`src/hdl/ymsc_pkg.sv`:
```
// Package with the phase, action, opcode and byte codes of the YMODEM sender control.
package ymsc_pkg;

  typedef enum logic [5:0] {
    PH_IDLE    = 6'b000001,
    PH_HEADER  = 6'b000010,
    PH_DATA    = 6'b000100,
    PH_TRAILER = 6'b001000,
    PH_DONE    = 6'b010000,
    PH_CANCEL  = 6'b100000
  } phase_e;

  localparam logic [2:0] PHC_IDLE    = 3'd0;
  localparam logic [2:0] PHC_HEADER  = 3'd1;
  localparam logic [2:0] PHC_DATA    = 3'd2;
  localparam logic [2:0] PHC_TRAILER = 3'd3;
  localparam logic [2:0] PHC_DONE    = 3'd4;
  localparam logic [2:0] PHC_CANCEL  = 3'd5;

  localparam logic [2:0] ACT_NONE    = 3'd0;
  localparam logic [2:0] ACT_HEADER  = 3'd1;
  localparam logic [2:0] ACT_DATA    = 3'd2;
  localparam logic [2:0] ACT_EOT     = 3'd3;
  localparam logic [2:0] ACT_TRAILER = 3'd4;

  localparam logic [1:0] OP_START = 2'd0;
  localparam logic [1:0] OP_BYTE  = 2'd1;
  localparam logic [1:0] OP_STOP  = 2'd2;

  localparam logic [7:0] BYTE_C   = 8'h43;
  localparam logic [7:0] BYTE_NAK = 8'h15;
  localparam logic [7:0] BYTE_ACK = 8'h06;
  localparam logic [7:0] BYTE_EOT = 8'h04;

  localparam int unsigned CountWidth = 16;

  typedef struct packed {
    logic [2:0]            action;
    logic [CountWidth-1:0] packet_index;
    logic [2:0]            phase;
  } result_t;

  function automatic logic [2:0] phase_code(phase_e ph);
    logic [2:0] code;
    case (ph)
      PH_IDLE:    code = PHC_IDLE;
      PH_HEADER:  code = PHC_HEADER;
      PH_DATA:    code = PHC_DATA;
      PH_TRAILER: code = PHC_TRAILER;
      PH_DONE:    code = PHC_DONE;
      PH_CANCEL:  code = PHC_CANCEL;
      default:    code = PHC_IDLE;
    endcase
    return code;
  endfunction

endpackage

```
`src/hdl/ymodem_sender_control_unit.sv`:
```
// YMODEM sender control: phase sequencing, handshake flags and packet progress.
// Each transfer updates the state in the cycle it is accepted; its result is registered
// in the output register, or in the skid stage while the output is stalled.
// A new item is accepted every cycle while the skid stage is empty; a skid stage behind
// the output register keeps intake going for one item while a result waits under stall.
// Reset clears the phase to idle, the flags, the packet count and the frame count.
module ymodem_sender_control_unit (
  input  logic                           clk_i,
  input  logic                           rst_ni,
  input  logic                           in_valid_i,
  output logic                           in_stall_o,
  input  logic [1:0]                     opcode_i,
  input  logic [7:0]                     rx_byte_i,
  output logic                           out_valid_o,
  input  logic                           out_stall_i,
  output logic [2:0]                     action_o,
  output logic [ymsc_pkg::CountWidth-1:0] packet_index_o,
  output logic [2:0]                     phase_o,
  input  logic                           cfg_we_i,
  input  logic [ymsc_pkg::CountWidth-1:0] cfg_data_i
);
  import ymsc_pkg::*;

  phase_e                phase_q, phase_d;
  logic                  header_sent_q, header_sent_d;
  logic                  header_acked_q, header_acked_d;
  logic                  trailer_armed_q, trailer_armed_d;
  logic [CountWidth-1:0] acked_q, acked_d;
  logic [CountWidth-1:0] frame_count_q;
  logic [CountWidth-1:0] acked_inc;
  logic [2:0]            action;
  logic                  active;
  result_t               res_new;
  result_t               out_q, skid_q;
  logic                  out_valid_q, skid_valid_q;
  logic                  in_fire, out_free;

  assign active    = (phase_q == PH_HEADER) || (phase_q == PH_DATA) ||
                     (phase_q == PH_TRAILER);
  assign acked_inc = (acked_q == {CountWidth{1'b1}}) ? acked_q : acked_q + 1'b1;

  always_comb begin
    phase_d         = phase_q;
    header_sent_d   = header_sent_q;
    header_acked_d  = header_acked_q;
    trailer_armed_d = trailer_armed_q;
    acked_d         = acked_q;
    action          = ACT_NONE;
    case (opcode_i)
      OP_START: begin
        phase_d         = PH_HEADER;
        header_sent_d   = 1'b0;
        header_acked_d  = 1'b0;
        trailer_armed_d = 1'b0;
        acked_d         = '0;
      end
      OP_STOP: begin
        if (active) begin
          phase_d = PH_CANCEL;
        end
      end
      OP_BYTE: begin
        if (active) begin
          if (rx_byte_i == BYTE_EOT) begin
            phase_d = PH_CANCEL;
          end else begin
            case (phase_q)
              PH_HEADER: begin
                if (rx_byte_i == BYTE_C) begin
                  if (!header_sent_q) begin
                    header_sent_d = 1'b1;
                    action        = ACT_HEADER;
                  end else if (header_acked_q) begin
                    if (frame_count_q == '0) begin
                      phase_d = PH_TRAILER;
                      action  = ACT_EOT;
                    end else begin
                      phase_d = PH_DATA;
                      action  = ACT_DATA;
                    end
                  end
                end else if (rx_byte_i == BYTE_NAK) begin
                  if (header_sent_q) begin
                    action = ACT_HEADER;
                  end
                end else if (rx_byte_i == BYTE_ACK) begin
                  if (header_sent_q) begin
                    header_acked_d = 1'b1;
                  end
                end
              end
              PH_DATA: begin
                if (rx_byte_i == BYTE_ACK) begin
                  acked_d = acked_inc;
                  if (acked_inc < frame_count_q) begin
                    action = ACT_DATA;
                  end else begin
                    phase_d = PH_TRAILER;
                    action  = ACT_EOT;
                  end
                end else if (rx_byte_i == BYTE_NAK) begin
                  action = ACT_DATA;
                end
              end
              PH_TRAILER: begin
                if (rx_byte_i == BYTE_C) begin
                  if (trailer_armed_q) begin
                    action = ACT_TRAILER;
                  end
                end else if (rx_byte_i == BYTE_NAK) begin
                  action = ACT_EOT;
                end else if (rx_byte_i == BYTE_ACK) begin
                  if (!trailer_armed_q) begin
                    trailer_armed_d = 1'b1;
                  end else begin
                    phase_d = PH_DONE;
                  end
                end
              end
              default: begin
                phase_d = phase_q;
              end
            endcase
          end
        end
      end
      default: begin
        phase_d = phase_q;
      end
    endcase
  end

  assign res_new.action       = action;
  assign res_new.packet_index = acked_d;
  assign res_new.phase        = phase_code(phase_d);

  assign in_stall_o = skid_valid_q;
  assign in_fire    = in_valid_i && !skid_valid_q;
  assign out_free   = !out_valid_q || !out_stall_i;

  always_ff @(posedge clk_i or negedge rst_ni) begin
    if (!rst_ni) begin
      phase_q         <= PH_IDLE;
      header_sent_q   <= 1'b0;
      header_acked_q  <= 1'b0;
      trailer_armed_q <= 1'b0;
      acked_q         <= '0;
      frame_count_q   <= '0;
      out_valid_q     <= 1'b0;
      skid_valid_q    <= 1'b0;
    end else begin
      if (cfg_we_i) begin
        frame_count_q <= cfg_data_i;
      end
      if (in_fire) begin
        phase_q         <= phase_d;
        header_sent_q   <= header_sent_d;
        header_acked_q  <= header_acked_d;
        trailer_armed_q <= trailer_armed_d;
        acked_q         <= acked_d;
      end
      if (skid_valid_q) begin
        if (out_free) begin
          skid_valid_q <= 1'b0;
          out_valid_q  <= 1'b1;
        end
      end else if (in_fire) begin
        if (out_free) begin
          out_valid_q <= 1'b1;
        end else begin
          skid_valid_q <= 1'b1;
        end
      end else if (out_valid_q && !out_stall_i) begin
        out_valid_q <= 1'b0;
      end
    end
  end

  always_ff @(posedge clk_i) begin
    if (skid_valid_q) begin
      if (out_free) begin
        out_q <= skid_q;
      end
    end else if (in_fire) begin
      if (out_free) begin
        out_q <= res_new;
      end else begin
        skid_q <= res_new;
      end
    end
  end

  assign out_valid_o    = out_valid_q;
  assign action_o       = out_q.action;
  assign packet_index_o = out_q.packet_index;
  assign phase_o        = out_q.phase;

  a_skid_behind_out: assert property (@(posedge clk_i) disable iff (!rst_ni)
    skid_valid_q |-> out_valid_q)
    else $error("Skid entry is held while the output register is empty.");

  a_phase_onehot: assert property (@(posedge clk_i) disable iff (!rst_ni)
    $onehot(phase_q))
    else $error("Phase register is not one-hot.");

  a_idle_ignores_bytes: assert property (@(posedge clk_i) disable iff (!rst_ni)
    in_fire && (opcode_i == OP_BYTE) && (phase_q == PH_IDLE) |=> (phase_q == PH_IDLE))
    else $error("A received byte moved the block out of idle.");

  a_result_after_transfer: assert property (@(posedge clk_i) disable iff (!rst_ni)
    in_fire |=> out_valid_q)
    else $error("An accepted transfer produced no result.");

endmodule

```
`config.mk`:
```
export PLATFORM = sky130hd
export DESIGN_NAME = ymodem_sender_control_unit
export DESIGN_NICKNAME = d
export VERILOG_FILES = /design/src/hdl/ymsc_pkg.sv /design/src/hdl/ymodem_sender_control_unit.sv
export SDC_FILE = /design/constraint.sdc
export NUM_CORES = 1
export LEC_CHECK = 0
export ABC_AREA = 1
export BUFFER_PORTS_ARGS = -buffer_cell sky130_fd_sc_hd__buf_2
export CAP_MARGIN = 15
export CORE_MARGIN = 3
export CORE_UTILIZATION = 35
export CTS_CLUSTER_DIAMETER = 80
export DETAILED_ROUTE_END_ITERATION = 10
export REMOVE_ABC_BUFFERS = 1
export SYNTH_ARGS = -nofsm -noshare
export SYNTH_HDL_FRONTEND = slang
export SYNTH_SLANG_ARGS = --single-unit
```
`constraint.sdc`:
```
create_clock -name clk_i -period 9.97 [get_ports clk_i]
set_input_delay 0.997 -clock clk_i [delete_from_list [all_inputs] [get_ports clk_i]]
set_output_delay 0.997 -clock clk_i [all_outputs]
set_load 0.01 [all_outputs]
```
==> out/results.ini, run 1 <==
[sta]
worst_slack_ns=5.73
fin_crit_ns=4.24
drv_slew=0
timing.fmax_ghz=0.236
setup-tns-final_ns=0
worstMarginPinSlew_ns=0.860
skew_ns=0.00680
rsz0062_at_grt=no
hold_viol=0
finalSetupViolCount=0
slew_headroom=0.425
finalCritPeriodShare=0.425

[finish]
antenna_cells=0
mostFrequentLayoutCell=nand2_1
regArea_um2=2400
nets=689
drive_above_1_share=0.170
multi_input_area_um2=2130
fill_cells=1379
syn2layout_area_growth_pct=16.6
final_cell_mix=nand2_1, inv_1, o21ai_0

[grt]
antenna_found_initial=0
grt_pass1_wl_um=18900
grt_util_all_layers=0.158
grt_pass1_vias=3767
grt_max_degree=44
grt-ovfl-total=0

[worst_setup_path]
worstPathRequired_ns=10.07
r2r_slack_ns=5.73
slowest_stage=dfrtp_1
critPathCaptureType=flop
crit_path_start_kind=flop
worstPathArrival_ns=4.33
slowest_delay_ns=0.43
crit_top_cell=nand2_1
crit_type=flop to flop
cp_max_fo=5

[die]
die_area_um2=15400
start_util=0.363
die_h_um=124
core_um2=13500
die_w_um=124
rows=42
ios=55

[synthesis]
synth-simple-area-share=0.251
muxShareOfSynthArea=0
synth_edf_count=44
synth_area_um2=4880
synth_top_family_by_area=simple AND/OR/NAND/NOR gates
synth-compound-area-share=0.127
synth-xor-area-share=0.0161
ys_types=43
yosys_warnings=0
yosys.area_share.adder=0.0410
synth_seq_area_share=0.491
synthFlopType=edfxtp_1
syn-instance-count=586
syn_area_per_cell_um2=8.33
synth_seq_cells=87
synthArstFlopShare=0.494

[cts]
post_cts_buffers=0
cts_tree=yes
cts-resized-gates=0
cts-root-buf=clkbuf_16
clock_path_buffers=2
cts_buffers=9
clk_pin_slew_ns=0.07
cts.sinks=87
cts_hold_buf=0
clock_latency_ns=0.34
h-tree-depth=3

[power_and_ir_drop]
p_per_area_nw_per_um2=163
power.internal_uw=676
ir_worst_vdd_uv=59.7
p_clk_frac=0.394
comb_power_share=0.155
p_switching_uw=253
leakage_uw=0.00253
switching_share=0.272
seqPwrFrac=0.451

[detailed_routing]
drtAntennaViolNets=0
dr.pass1.iters=5
post-route-drc-count=0
vias=3977
wl_um=11300
drtIter0Drc=300
vias_per_cell=4.83
wire_per_inst_um=13.7

[place]
place_hpwl_um=8490
preCtsSetupSlack_ns=5.77
place_congestion=0.935
io_buffers=54

[min_path]
hold_path_class=flop to flop

[outcome]
status=complete, no violations

[job]
cap_violations=0

==> worst paths after layout <==
| check | startpoint | cells after the start | end |
|---|---|---|---|
| max | acked_q[0]$_DFFE_PN0P_ | 29 | phase_o[0]$_DFFE_PP_ |
| min | phase_q[0]$_DFFE_PN1P_ | 1 | phase_q[0]$_DFFE_PN1P_ |
| max reg2reg | acked_q[0]$_DFFE_PN0P_ | 29 | phase_o[0]$_DFFE_PP_ |
| min reg2reg | phase_q[0]$_DFFE_PN1P_ | 1 | phase_q[0]$_DFFE_PN1P_ |
| max in group asynchronous | rst_ni | 2 | phase_q[0]$_DFFE_PN1P_ |
| min in group asynchronous | rst_ni | 1 | acked_q[4]$_DFFE_PN0P_ |
==> metrics by stage <==
stage | cell area (µm²) | cells | util | hold WS (ns) | total power (µW)
2_1_floorplan | 4820 | 573 | - | 0.455 | 520
3_3_place_gp | 5330 | 805 | 0.396 | 0.475 | 567
3_5_place_dp | 5330 | 805 | 0.396 | 0.480 | 570
4_1_cts | 5660 | 821 | 0.420 | 0.490 | 940
5_1_grt | 5690 | 823 | 0.423 | 0.501 | 981
6_report | 5690 | 823 | 0.423 | 0.489 | 930
==> registers in the layout (all words and copies together) (netlist names) <==
| name | cells |
|---|---|
| out_valid_o | 1 |
| acked_q | 16 |
| skid_q | 22 |
| action_o | 3 |
| phase_q | 6 |
| header_sent_q | 1 |
| header_acked_q | 1 |
| trailer_armed_q | 1 |
| in_stall_o | 1 |
| phase_o | 3 |
| packet_index_o | 16 |
| frame_count_q | 16 |
==> per-layer routing <==
metal	up-vias	track usage	routed length, µm
met5	-	0	0
met4	0	0.0609	163
met3	13	0.0254	519
met2	99	0.230	4810
met1	1808	0.234	5820
li1	2057	-	-
==> logic make-up (layout without fill, tap and decap cells) <==
logic type      after synthesis  after routing
compound gates              107            107
xor+xnor                      9              9
fa+ha+maj                    16             16
buf+inv                      93            154
flops                        87             87
simple gates                274            274
==> critical path, delay by kind of cell, from the launching register on <==
kind                     cells  cell delay, ns
adder cells (fa/ha/maj)      2            0.52
XOR/XNOR                     1            0.16
AO/OA/AOI/OAI                2            0.47
AND/OR/NAND/NOR             24            2.41
flip-flops                   1            0.43
==> power groups by stage <==
stage	registers (µW)	logic, µW	clock network [µW]
floorplan	432	88.3	0
global placement	426	140	0
detailed placement	427	143	0
CTS	420	144	376
global route	422	167	393
finish	419	144	366
==> cells in the mapped netlist, types with 2 or more instances <==
master / count / area share
nand2_1: 146 / 0.11
inv_1: 78 / 0.060
o21ai_0: 60 / 0.061
nor2_1: 58 / 0.045
edfxtp_1: 44 / 0.27
dfrtp_1: 42 / 0.22
a21oi_1: 21 / 0.022
nand3_1: 18 / 0.018
ha_1: 16 / 0.041
nand2_2: 11 / 0.014
nand4_1: 11 / 0.014
clkbuf_1: 9 / 0.0069
xor2_1: 8 / 0.014
nor3_1: 6 / 0.0061
nand3_2: 5 / 0.010
o21ai_2: 5 / 0.0090
a31oi_1: 4 / 0.0051
nor2_2: 4 / 0.0051
nor2_4: 4 / 0.0092
nor4_1: 4 / 0.0051
o211ai_1: 4 / 0.0061
a211oi_1: 2 / 0.0031
a32o_1: 2 / 0.0041
buf_2: 2 / 0.0020
nand3b_1: 2 / 0.0031
o21a_1: 2 / 0.0031
o21ai_1: 2 / 0.0020
==> layout make-up <==
class | instances | share of cell area
Clock buffer | 10 | 0.0402
Clock inverter | 6 | 0.0165
Inverter | 80 | 0.0528
Multi-Input combinational cell | 406 | 0.374
Sequential cell | 87 | 0.421
Tap cell | 176 | 0.0387
Timing Repair Buffer | 58 | 0.0563
Power figures use the tool's default switching activity.
==> run 2: changes to the inputs <==
==> constraint.sdc (replaced) <==
create_clock -name clk_i -period 4 [get_ports clk_i]
set_input_delay 0.4 -clock clk_i [delete_from_list [all_inputs] [get_ports clk_i]]
set_output_delay 0.4 -clock clk_i [all_outputs]
set_load 0.01 [all_outputs]
==> out/results.ini, run 2 (synthesis results as in run 1) <==
[finish]
regMostFlops=skid_q  ; unchanged
final_cell_mix=nand2_1, inv_1, o21ai_0  ; unchanged
fill_cells=1357  ; was 1379
largest_reg_flops=22  ; unchanged
drive_above_1_share=0.221  ; was 0.170
nets=716  ; was 689
mostFrequentLayoutCell=nand2_1  ; unchanged
antenna_cells=0  ; unchanged
syn2layout_area_growth_pct=21.8  ; was 16.6%
final_util=0.442  ; was 0.423

[cts]
h-tree-depth=3  ; unchanged
cts_buffers=9  ; unchanged
clock_latency_ns=0.34  ; about the same
clk_pin_slew_ns=0.07  ; about the same
cts-root-buf=clkbuf_16  ; unchanged
cts.sinks=87  ; unchanged
cts_tree=yes  ; unchanged
clock_path_buffers=2  ; unchanged
cts_hold_buf=0  ; unchanged

[sta]
rsz0062_at_grt=yes  ; was no
worst_slack_ns=0.146  ; was 5.73 ns
timing.fmax_ghz=0.259  ; was 0.236 GHz
fin_crit_ns=3.85  ; was 4.24 ns
drv_slew=0  ; unchanged
worstMarginPinSlew_ns=1.03  ; was 0.860 ns
skew_ns=0.00585  ; was 0.00680 ns
finalSetupViolCount=0  ; unchanged
slew_headroom=0.311  ; was 0.425
hold_viol=0  ; unchanged
finalCritPeriodShare=0.963  ; was 0.425
hold_slack_ns=0.242  ; was 0.489 ns

[grt]
antenna_found_initial=0  ; unchanged
grt_util_all_layers=0.158  ; about the same
grt-ovfl-total=0  ; unchanged
grt_pass1_wl_um=18900  ; about the same
grt_max_degree=44  ; unchanged
grt_pass1_vias=3794  ; was 3767

[power_and_ir_drop]
leakage_uw=0.00271  ; was 0.00253 µW
ir_worst_vdd_uv=203  ; was 59.7 µV
p_per_area_nw_per_um2=385  ; was 163 nW/µm²

[detailed_routing]
post-route-drc-count=0  ; unchanged
dr.pass1.iters=5  ; unchanged
wire_per_inst_um=13.7  ; about the same
drtIter0Drc=309  ; was 300
vias_per_cell=4.86  ; was 4.83
drtAntennaViolNets=0  ; unchanged
vias=4134  ; was 3977
wl_um=11600  ; was 11300 µm

[die]
die_h_um=124  ; unchanged
die_w_um=124  ; unchanged
start_util=0.363  ; unchanged
rows=42  ; unchanged
die_area_um2=15400  ; unchanged
ios=55  ; unchanged
core_um2=13500  ; unchanged

[worst_setup_path]
cp_max_fo=3  ; was 5
crit_type=flop to flop  ; unchanged
crit_top_cell=nand2_2  ; was nand2_1
r2r_end=phase_o[2]$_DFFE_PP_  ; was phase_o[0]$_DFFE_PP_
slowest_delay_ns=0.38  ; was 0.43 ns
setup.worst_path.start=acked_q[1]$_DFFE_PN0P_  ; was acked_q[0]$_DFFE_PN0P_
worstPathRequired_ns=4.21  ; was 10.07 ns
slowest_stage=dfrtp_1  ; unchanged
worstPathArrival_ns=4.07  ; was 4.33 ns
reg2reg_depth=29  ; unchanged
r2r_slack_ns=0.15  ; was 5.73 ns
critPathCaptureType=flop  ; unchanged
r2r-start=acked_q[1]$_DFFE_PN0P_  ; was acked_q[0]$_DFFE_PN0P_
cp-endpoint=phase_o[2]$_DFFE_PP_  ; was phase_o[0]$_DFFE_PP_
crit_path_start_kind=flop  ; unchanged

[job]
cap_violations=0  ; unchanged

[outcome]
status=complete, no violations  ; unchanged

[place]
io_buffers=54  ; unchanged
place_congestion=0.926  ; was 0.935
preCtsSetupSlack_ns=0.122  ; was 5.77 ns
place_hpwl_um=8730  ; was 8490 µm

[min_path]
hold_path_class=primary input to asynchronous set/reset pin  ; was flop to flop

-- run 2: changes by cell type in the layout (fill, tap and decap cells not counted), moves of 3 or more --
cell / previous run / this run
nand2_4: 0 / 3
nand2_1: 146 / 142
nor2_1: 58 / 54
nor2_4: 4 / 7
buf_4: 2 / 29
-- run 2: how the worst min path moves through the flow --
stage | cells after the start | to | slack [ns]
after global placement | 1 | phase_q[0]$_DFFE_PN1P_ | 0.47
after CTS | 3 | frame_count_q[5]$_DFFE_PN0P_ | 0.25
final | 1 | out_valid_o$_DFFE_PN0P_ | 0.24
after floorplan | 0 | acked_q[0]$_DFFE_PN0P_ | 0.10
after global routing | 3 | frame_count_q[3]$_DFFE_PN0P_ | 0.29
after detailed placement | 1 | phase_q[0]$_DFFE_PN1P_ | 0.47
-- run 2: final cells by class --
| type | instances | area [µm²] | share of cell area |
|---|---|---|---|
| clock buffers | 10 | 239 | 0.0402 |
| clock inverters | 6 | 68.8 | 0.0116 |
| inverters | 80 | 300 | 0.0505 |
| multi-input cells | 406 | 2210 | 0.371 |
| flip-flops and latches | 87 | 2400 | 0.403 |
| well taps | 176 | 220 | 0.0370 |
| repair buffers | 85 | 514 | 0.0865 |
-- run 2: metrics by stage --
step	setup TNS, ns	power (µW)	area [µm²]	std cells
final	0	2290	5950	850
after global routing	-0.630	2400	5950	850
after CTS	0	2290	5820	845
after detailed placement	0	1420	5510	829
after global placement	0	1410	5510	829
after floorplan	0	1300	4820	573
-- run 2: report_power, final --
part           total, µW  switching, µW  internal [µW]
sequential          1040           27.4           1020
combinational        382            254            128
clock                863            359            504
-- run 2: repair_timing --
action / CTS / global route
buffers inserted: 0 / 4
endpoints found under the setup margin: 0 / 7
resized for setup: 0 / 23
-- run 2: layer usage --
layer	global-route usage	share of wire	up-vias
met2	0.235	0.43	141
li1	-	-	2111
met3	0.0223	0.065	9
met5	0	0	-
met1	0.236	0.49	1873
met4	0.0513	0.012	0
-- run 2: worst max-delay path: cells and delay by family, from the launching register on --
family,cells,cell delay [ns]
AO/OA/AOI/OAI,4,0.69
XOR/XNOR,1,0.15
adder cells (fa/ha/maj),2,0.47
buffers and inverters,1,0.17
flip-flops,1,0.38
AND/OR/NAND/NOR,21,1.88
